`config.mk`:
```
export PLATFORM = sky130hd
export DESIGN_NAME = array_bst_insert_and_dump
export DESIGN_NICKNAME = d
export VERILOG_FILES = /design/src/rtl/core/abst_pkg.sv /design/src/rtl/core/abst_store.sv /design/src/rtl/core/array_bst_insert_and_dump.sv
export SDC_FILE = /design/constraint.sdc
export NUM_CORES = 2
export LEC_CHECK = 0
export ABC_AREA = 1
export BUFFER_PORTS_ARGS = -buffer_cell sky130_fd_sc_hd__buf_4
export CORE_MARGIN = 5
export CORE_UTILIZATION = 38
export DETAILED_ROUTE_END_ITERATION = 10
export PLACE_DENSITY = 0.55
export RECOVER_POWER = 100
export SLEW_MARGIN = 20
export SYNTH_ARGS = -nofsm -noshare
export SYNTH_HDL_FRONTEND = slang
export SYNTH_SLANG_ARGS = --single-unit
```
`constraint.sdc`:
```
create_clock -name i_clk -period 6.2 [get_ports i_clk]
set_clock_uncertainty 0.2 [all_clocks]
set_input_delay 0 -clock i_clk [delete_from_list [all_inputs] [get_ports i_clk]]
set_output_delay 0 -clock i_clk [all_outputs]
set_load 0.1 [all_outputs]
```
`src/rtl/core/abst_pkg.sv`:
```
// shared types and constants for the array bst insert and dump block
// no dependencies
package abst_pkg;

    localparam int MAX_SLOTS_DEF = 63;
    localparam int KEY_W         = 32;
    localparam int CFG_W         = 6;
    localparam int STATUS_W      = 3;
    localparam int SLOT_OUT_W    = 7;

    localparam logic [CFG_W-1:0] CFG_RESET = 6'd63;

    typedef enum logic [STATUS_W-1:0] {
        ST_INSERTED      = 3'd0,
        ST_DUPLICATE     = 3'd1,
        ST_OUT_OF_BOUNDS = 3'd2,
        ST_DUMPED        = 3'd3,
        ST_EMPTY         = 3'd4
    } t_status;

    typedef enum logic [2:0] {
        S_CLEAR,
        S_IDLE,
        S_WALK,
        S_DUMP,
        S_DRAIN,
        S_FINISH
    } t_state;

    // one slot of the tree memory
    typedef struct packed {
        logic                    used;
        logic signed [KEY_W-1:0] key;
    } t_slot_entry;

endpackage

```
`src/rtl/core/abst_store.sv`:
```
// slot memory of the array bst: one write port, one registered read port
// depends on abst_pkg for the entry type
module abst_store #(
    parameter int DEPTH = abst_pkg::MAX_SLOTS_DEF + 1
) (
    input  logic                        i_clk,
    input  logic                        i_wr_en,
    input  logic [$clog2(DEPTH)-1:0]    i_wr_addr,
    input  abst_pkg::t_slot_entry       i_wr_data,
    input  logic                        i_rd_en,
    input  logic [$clog2(DEPTH)-1:0]    i_rd_addr,
    output abst_pkg::t_slot_entry       o_rd_data
);
    import abst_pkg::*;

    t_slot_entry r_mem [DEPTH];
    t_slot_entry r_rd_data;

    always_ff @(posedge i_clk) begin
        if (i_wr_en) begin
            r_mem[i_wr_addr] <= i_wr_data;
        end
    end

    always_ff @(posedge i_clk) begin
        if (i_rd_en) begin
            r_rd_data <= r_mem[i_rd_addr];
        end
    end

    assign o_rd_data = r_rd_data;

endmodule

```
`src/rtl/core/array_bst_insert_and_dump.sv`:
```
// top level of the array bst insert and dump block
// depends on abst_pkg and abst_store
//
// Binary search tree of signed 32-bit keys held implicitly in one slot memory:
// root at slot 1, smaller keys go to slot 2i, larger or different to 2i+1.
// An item is taken on a clock edge with start high and busy low. op 0 inserts
// key and gives exactly one result (inserted, duplicate or out of bounds, with
// the slot where the walk stopped). op 1 dumps all stored keys in ascending
// order, one result per key, the final one with o_last set; an empty tree gives
// a single tree-empty result. Results appear on o_valid for one cycle each and
// cannot be held off by the receiver; at most one result per cycle.
// Timing: the memory has one registered read port, and the walk reads one
// tree level per cycle. An insert keeps busy high until its walk stops, and
// a new item is taken only once busy is low again. A dump scans every slot
// position in in-order sequence, one per cycle, and keeps busy high until its
// final result is registered. After reset a clearing pass marks every slot
// free while busy is high; configuration writes are taken at any time.
// slots_in_use above MAX_SLOTS acts as MAX_SLOTS; keys stored before the
// bound was lowered are still found and dumped.
module array_bst_insert_and_dump #(
    parameter int MAX_SLOTS = abst_pkg::MAX_SLOTS_DEF
) (
    input  logic                                i_clk,
    input  logic                                i_rst_n,
    // item channel
    input  logic                                start,
    output logic                                busy,
    input  logic                                i_op,
    input  logic signed [abst_pkg::KEY_W-1:0]   i_key,
    // configuration: slots_in_use
    input  logic                                i_cfg_we,
    input  logic [abst_pkg::CFG_W-1:0]          i_cfg_wdata,
    // result strobe and payload
    output logic                                o_valid,
    output logic [abst_pkg::STATUS_W-1:0]       o_status,
    output logic signed [abst_pkg::KEY_W-1:0]   o_key_out,
    output logic [abst_pkg::SLOT_OUT_W-1:0]     o_slot,
    output logic                                o_last
);
    import abst_pkg::*;

    // slot address width, and walk index width (one more bit for the
    // children of the deepest stored level)
    localparam int AW    = $clog2(MAX_SLOTS + 1);
    localparam int SW    = AW + 1;
    localparam int CW    = (SW > CFG_W) ? SW : CFG_W;
    localparam int DEPTH = MAX_SLOTS + 1;

    localparam logic [AW-1:0] MAX_A   = AW'(MAX_SLOTS);
    localparam logic [SW-1:0] MAX_S   = SW'(MAX_SLOTS);
    localparam logic [AW-1:0] CNT_END = {AW{1'b1}};
    localparam logic [AW-1:0] ROOT_A  = AW'(1);
    localparam logic [SW-1:0] ROOT_S  = SW'(1);

    // node visited at in-order position c of the perfect tree of 2^AW-1 nodes:
    // drop the trailing zeros of c and the bit above them
    function automatic logic [AW-1:0] f_inorder_node(input logic [AW-1:0] c);
        logic [AW:0] v;
        int unsigned tz;
        tz = 0;
        for (int i = AW - 1; i >= 0; i--) begin
            if (c[i]) begin
                tz = i;
            end
        end
        v = {1'b1, c} >> (tz + 1);
        return v[AW-1:0];
    endfunction

    // state and control registers
    t_state             r_state, n_state;
    logic [CFG_W-1:0]   r_cfg;
    logic [AW-1:0]      r_clr_addr, n_clr_addr;
    logic               r_rd_pend, n_rd_pend;
    logic               r_hold_valid, n_hold_valid;
    logic               r_valid, n_valid;

    // payload registers
    logic [SW-1:0]              r_idx, n_idx;
    logic signed [KEY_W-1:0]    r_key, n_key;
    logic [AW-1:0]              r_cnt, n_cnt;
    logic [AW-1:0]              r_rd_node, n_rd_node;
    logic signed [KEY_W-1:0]    r_hold_key, n_hold_key;
    logic [AW-1:0]              r_hold_slot, n_hold_slot;
    t_status                    r_status, n_status;
    logic signed [KEY_W-1:0]    r_key_out, n_key_out;
    logic [SLOT_OUT_W-1:0]      r_slot, n_slot;
    logic                       r_last, n_last;

    // memory port
    logic           mem_wr_en;
    logic [AW-1:0]  mem_wr_addr;
    t_slot_entry    mem_wr_data;
    logic           mem_rd_en;
    logic [AW-1:0]  mem_rd_addr;
    t_slot_entry    mem_rd_data;

    // walk decision, valid in S_WALK where mem_rd_data belongs to r_idx
    logic           idx_over_max;
    logic           past_bound;
    logic           key_hit;
    logic           key_less;
    logic           descend;
    logic           do_insert;
    logic [SW-1:0]  child;
    logic [CW-1:0]  idx_c;
    logic [CW-1:0]  cfg_c;

    // dump scan
    logic           take_node;
    logic [AW-1:0]  scan_node;

    // slot numbers masked to the output width
    logic [SW+SLOT_OUT_W-1:0] idx_wide;
    logic [AW+SLOT_OUT_W-1:0] hold_wide;

    abst_store #(
        .DEPTH (DEPTH)
    ) u_store (
        .i_clk     (i_clk),
        .i_wr_en   (mem_wr_en),
        .i_wr_addr (mem_wr_addr),
        .i_wr_data (mem_wr_data),
        .i_rd_en   (mem_rd_en),
        .i_rd_addr (mem_rd_addr),
        .o_rd_data (mem_rd_data)
    );

    assign idx_c = CW'(r_idx);
    assign cfg_c = CW'(r_cfg);

    // slots past MAX_SLOTS are never stored, so no read is needed there;
    // past the configured bound a used slot is still followed
    assign idx_over_max = (r_idx > MAX_S);
    assign past_bound   = idx_over_max || (idx_c > cfg_c);
    assign key_hit      = !idx_over_max && mem_rd_data.used && (mem_rd_data.key == r_key);
    assign key_less     = (r_key < mem_rd_data.key);
    assign descend      = !idx_over_max && mem_rd_data.used && !key_hit;
    assign do_insert    = !idx_over_max && !mem_rd_data.used && !past_bound;
    assign child        = {r_idx[AW-1:0], !key_less};

    assign scan_node = f_inorder_node(r_cnt);
    // a read issued last cycle by the scan found a stored key
    assign take_node = r_rd_pend && mem_rd_data.used;

    assign idx_wide  = {{SLOT_OUT_W{1'b0}}, r_idx};
    assign hold_wide = {{SLOT_OUT_W{1'b0}}, r_hold_slot};

    // next state
    always_comb begin
        n_state = r_state;
        case (r_state)
            S_CLEAR: begin
                if (r_clr_addr == MAX_A) begin
                    n_state = S_IDLE;
                end
            end
            S_IDLE: begin
                if (start) begin
                    n_state = i_op ? S_DUMP : S_WALK;
                end
            end
            S_WALK: begin
                if (!descend) begin
                    n_state = S_IDLE;
                end
            end
            S_DUMP: begin
                if (r_cnt == CNT_END) begin
                    n_state = S_DRAIN;
                end
            end
            S_DRAIN: begin
                n_state = S_FINISH;
            end
            S_FINISH: begin
                n_state = S_IDLE;
            end
            default: begin
                n_state = S_IDLE;
            end
        endcase
    end

    // datapath, memory accesses and results
    always_comb begin
        mem_wr_en        = 1'b0;
        mem_wr_addr      = r_idx[AW-1:0];
        mem_wr_data.used = 1'b1;
        mem_wr_data.key  = r_key;
        mem_rd_en        = 1'b0;
        mem_rd_addr      = r_idx[AW-1:0];

        n_idx        = r_idx;
        n_key        = r_key;
        n_clr_addr   = r_clr_addr;
        n_cnt        = r_cnt;
        n_rd_pend    = 1'b0;
        n_rd_node    = r_rd_node;
        n_hold_valid = r_hold_valid;
        n_hold_key   = r_hold_key;
        n_hold_slot  = r_hold_slot;

        n_valid   = 1'b0;
        n_status  = r_status;
        n_key_out = r_key_out;
        n_slot    = r_slot;
        n_last    = r_last;

        case (r_state)
            S_CLEAR: begin
                // mark one slot free per cycle
                mem_wr_en        = 1'b1;
                mem_wr_addr      = r_clr_addr;
                mem_wr_data.used = 1'b0;
                mem_wr_data.key  = '0;
                n_clr_addr       = r_clr_addr + ROOT_A;
            end
            S_IDLE: begin
                if (start) begin
                    // root read goes out with the transfer
                    n_key        = i_key;
                    n_idx        = ROOT_S;
                    n_cnt        = ROOT_A;
                    n_hold_valid = 1'b0;
                    mem_rd_en    = 1'b1;
                    mem_rd_addr  = ROOT_A;
                end
            end
            S_WALK: begin
                if (descend) begin
                    // the write only comes at the end of a walk, so a read
                    // never meets a pending write to the same slot
                    n_idx       = child;
                    mem_rd_en   = (child <= MAX_S);
                    mem_rd_addr = child[AW-1:0];
                end else begin
                    mem_wr_en = do_insert;
                    n_valid   = 1'b1;
                    n_key_out = r_key;
                    n_slot    = idx_wide[SLOT_OUT_W-1:0];
                    n_last    = 1'b1;
                    if (key_hit) begin
                        n_status = ST_DUPLICATE;
                    end else if (do_insert) begin
                        n_status = ST_INSERTED;
                    end else begin
                        n_status = ST_OUT_OF_BOUNDS;
                    end
                end
            end
            S_DUMP: begin
                // stored slots are ancestor-closed, so an in-order scan of all
                // positions that skips free slots gives the tree's in-order walk
                mem_rd_en   = (scan_node <= MAX_A);
                mem_rd_addr = scan_node;
                n_rd_pend   = mem_rd_en;
                n_rd_node   = scan_node;
                n_cnt       = r_cnt + ROOT_A;
            end
            S_DRAIN: begin
            end
            S_FINISH: begin
                n_valid      = 1'b1;
                n_last       = 1'b1;
                n_hold_valid = 1'b0;
                if (r_hold_valid) begin
                    n_status  = ST_DUMPED;
                    n_key_out = r_hold_key;
                    n_slot    = hold_wide[SLOT_OUT_W-1:0];
                end else begin
                    n_status  = ST_EMPTY;
                    n_key_out = '0;
                    n_slot    = '0;
                end
            end
            default: begin
            end
        endcase

        // one key held back so the final one can carry o_last
        if (take_node) begin
            if (r_hold_valid) begin
                n_valid   = 1'b1;
                n_status  = ST_DUMPED;
                n_key_out = r_hold_key;
                n_slot    = hold_wide[SLOT_OUT_W-1:0];
                n_last    = 1'b0;
            end
            n_hold_valid = 1'b1;
            n_hold_key   = mem_rd_data.key;
            n_hold_slot  = r_rd_node;
        end
    end

    // control registers
    always_ff @(posedge i_clk) begin
        if (!i_rst_n) begin
            r_state      <= S_CLEAR;
            r_cfg        <= CFG_RESET;
            r_clr_addr   <= '0;
            r_rd_pend    <= 1'b0;
            r_hold_valid <= 1'b0;
            r_valid      <= 1'b0;
        end else begin
            r_state      <= n_state;
            r_clr_addr   <= n_clr_addr;
            r_rd_pend    <= n_rd_pend;
            r_hold_valid <= n_hold_valid;
            r_valid      <= n_valid;
            if (i_cfg_we) begin
                r_cfg <= i_cfg_wdata;
            end
        end
    end

    // payload registers
    always_ff @(posedge i_clk) begin
        r_idx       <= n_idx;
        r_key       <= n_key;
        r_cnt       <= n_cnt;
        r_rd_node   <= n_rd_node;
        r_hold_key  <= n_hold_key;
        r_hold_slot <= n_hold_slot;
        r_status    <= n_status;
        r_key_out   <= n_key_out;
        r_slot      <= n_slot;
        r_last      <= n_last;
    end

    assign busy      = (r_state != S_IDLE);
    assign o_valid   = r_valid;
    assign o_status  = r_status;
    assign o_key_out = r_key_out;
    assign o_slot    = r_slot;
    assign o_last    = r_last;

endmodule

```
==> run_results.csv <==
group,metric,value,unit
layout,finish.instance_area,114500,µm²
detailed_routing,routed_wl,326.4,mm
die,number_of_i_o_pins,88,
clock_tree,post_cts_resize_count,0,
pwr,vdd_drop_max,0.4715,mV
die,floorplan.rows,189,
detailed_routing,vias,70371,
yosys,netlist-cell-type-count,47,
worst_setup_path,criticalPathCategory,"flip-flop to flip-flop",
timing,timing_hold_violations_final,0,
timing,finalMaxSlewViolations,3152,
timing,finalHoldWorstSlack,0.09758,ns
worst_setup_path,critPathCaptureType,"flip-flop",
layout,synthToLayoutAreaGrowth,13.30,%
yosys,dominantRegCellSynth,"edfxtp_1",
worst_hold_path,worstHoldPathType,"primary input to flip-flop",
timing,setup-violations-final,0,
detailed_routing,ant_nets,0,
timing,final.setup.worst_slack,0.2132,ns
worst_setup_path,worst-path-max-fanout,69,
clock_tree,numCtsBuffers,235,
clock_tree,clock-root-buffer,"clkbuf_16",
worst_setup_path,critical_path_required,6.49,ns
detailed_routing,drt_first_iter_violations,8241,
timing,final_period_minus_worst_setup_slack,5.987,ns
yosys,synth_top_cells_by_area,"edfxtp_1 (66%), nand3_1 (11%), nand2_1 (5.6%), nand3b_1 (5.4%), inv_1 (5.1%)",
die,initial_core_util,38.13,%
worst_setup_path,crit_chain,"nor2_1 -> inv_1 -> nor2_1 -> inv_1 -> buf_4 -> nand2_1 -> o21ai_0 -> clkbuf_1 -> inv_1 -> nor2_1 -> nand2_1 -> nor2_2 -> clkbuf_2",
pwr,power.density_cell_area,532.5,nW/µm²
clock_tree,clkLatencyLatePin,0.88,ns
global_routing,overflow,0,
global_routing,grt.met2_usage,36.52,%
yosys,synth-async-reset-ratio,0,%
flow_run,maxCapViolCount,82,
detailed_routing,detail_route.wl_per_cell,25.11,µm
run_status,result_of_the_run,"complete, but fails checks",
clock_tree,clock_tree.htree_level_count,4,
timing,min_period_over_period,96.56,%
global_routing,number_of_antenna_violations_at_the_first_check_in_global_routing,15,
detailed_routing,routed_via_density,5.415,
yosys,post_synthesis_sequential_area_ratio,67.57,%
yosys,synth-edff-count,2234,
global_routing,global_route.usage.met1,31.56,%
worst_setup_path,path_delay_family,"buffers and inverters",
clock_tree,clkSinkCount,2295,
layout,drive_above_1_share,7.208,%
yosys,ys_seq_elements,2295,
global_routing,top_usage_layer,"met2",
detailed_routing,drcViolationCount,0,
place,place.port_buffers,87,
worst_setup_path,critical_path_buf_inv_count,6,
place,gpl.final_weighted_congestion,0.8721,
timing,fin_setup_tns,0,ns
clock_tree,cts-root-to-sink-buffers,3,
place,post-place-ws,0.6379,ns
global_routing,global_route.usage.met3,4.493,%
yosys,synth_area_leader_cell,"edfxtp_1",
yosys,synth.top_cell.area_share,66.36,%
place,area_of_placed_instances,107100,µm²
yosys,syn_area,101100,µm²
global_routing,wire_length_of_the_first_global_routing_pass,470.9,mm
clock_tree,cts_setup_buffers,0,
yosys,syn_avg_cell_area,11.06,µm²
worst_setup_path,timing.critical_path.slowest_stage_cell,"nor2_2",
timing,timing.fmax,167.0,MHz
timing,slew_headroom,-149.4,%
global_routing,vias_in_the_first_global_route,66794,
die,core-area,265100,µm²
worst_setup_path,cp_slowest_stage_delay,1.43,ns
timing,timing_worst_slew_pin_value,3.742,ns
die,dieArea,276400,µm²
global_routing,grt.total_usage,22.91,%
worst_setup_path,cp.arrival,6.28,ns
yosys,yosysWarnings,0,
die,die_height,525.8,µm
yosys,synth_fp_nets,9227,
detailed_routing,first_pass_iters,6,
die,chipWidth,525.8,µm
clock_tree,clkTransAtPathRegs,0.06,ns
worst_setup_path,crit_path_start_kind,"flip-flop",
run_status,violations,"max-capacitance violations, max-slew violations",
global_routing,grt_start_max_net_pins,170,
yosys,cell_count_after_synthesis,9141,
timing,grt_setup_unrepaired,"false",
pwr,power.static_leakage,44.35,nW
place,place_hpwl,177.2,mm
layout,number_of_nets_in_the_finished_design,9346,
pwr,fin_total_pwr,61.00,mW
clock_tree,tritoncts_clock_tree,"done",
worst min-delay path, delay by kind of cell:
kind / cells / cell delay, ns
buffers and inverters: 2 / 0.70
AO/OA/AOI/OAI: 2 / 0.18
AND/OR/NAND/NOR: 2 / 0.25
cell type report:
type                       instances  area, µm²
tap                             3533       4420
antenna                            1      2.502
fill                           24582     150600
multi-input combinational       4871      25010
clock inverter                   143       1309
inverter                        1391       5243
clock buffer                     296       6160
sequential                      2295      68310
timing repair buffer             466       4086
through the flow:
stage / cells / utilization [%]
global route: 12995 / 43.21
floorplan: 9141 / -
detailed placement: 12460 / 40.39
CTS: 12994 / 43.57
finish: 12996 / 43.21
global placement: 12460 / 40.39
synthesized netlist by cell type (12+ instances only):
cell type	n
edfxtp_1	2234
o21ai_0	24
buf_6	40
buf_2	310
nand3_1	2197
nand2_1	1515
nor2_1	190
buf_1	22
a21oi_1	72
clkbuf_1	189
nand4_1	12
inv_1	1377
buf_4	23
dfxtp_1	61
nand3b_1	727
a31oi_1	35
ha_1	43
per-layer routing:
metal | vias to the layer above | share of wire (%)
li1 | 31528 | -
met1 | 35072 | 42
met2 | 3173 | 46
met3 | 592 | 9.0
met4 | 6 | 3.6
met5 | - | 0.010
placed cells by master (no fill, tap or decap), types with 95 or more instances in the layout:
cell type | synthesis | layout
edfxtp_1 | 2234 | 2234
nand3b_1 | 727 | 727
clkbuf_1 | 189 | 149
nand2_1 | 1515 | 1515
dlygate4sd3_1 | 0 | 95
inv_1 | 1377 | 1377
nand3_1 | 2197 | 2197
clkbuf_16 | 0 | 235
buf_4 | 23 | 101
nor2_1 | 190 | 129
kinds of logic (layout without fill, tap and decap cells):
kind of cell | after synthesis | in the layout | synth area share (%)
flops | 2295 | 2295 | 67.57
buf+inv | 1975 | 2296 | 8.102
simple gates | 4660 | 4660 | 22.81
compound gates | 166 | 166 | 0.9580
fa+ha+maj | 43 | 43 | 0.5322
other cells | 0 | 1 | 0
xor+xnor | 2 | 2 | 0.02476
power by group:
part | total [mW] | internal, mW | switching (mW)
clock | 13.8 | 7.66 | 6.15
sequential | 21.0 | 20.5 | 0.514
combinational | 26.2 | 6.42 | 19.8
state kept, by name (all words and copies together), names as in the netlist:
name and cells:
r_state 3, r_rd_pend 1, r_hold_valid 1, o_slot 7, r_cfg 6, u_store.r_mem 2112, r_hold_slot 6, r_key 32
r_hold_key 32, o_key_out 32, r_cnt 6, o_valid 1, o_status 3, r_rd_node 6, u_store.o_rd_data 33, r_clr_addr 6
idx_c 7, o_last 1
path summary, 6_finish.rpt:
path	from	endpoint	slack (ns)	cells past startpoint
min reg2reg	r_rd_node[0]	r_hold_slot[0]	0.22	0
max reg2reg	r_state[1]	u_store.r_mem[27][8]	0.21	13
max	r_state[1]	u_store.r_mem[27][8]	0.21	13
min	start	r_state[0]	0.1	6
repair_timing:
action,in CTS,in global routing
endpoints found under the hold margin,95,0
endpoints found under the setup margin,0,0
hold buffers,95,0
No activity file was read; power rests on OpenSTA's default activity.
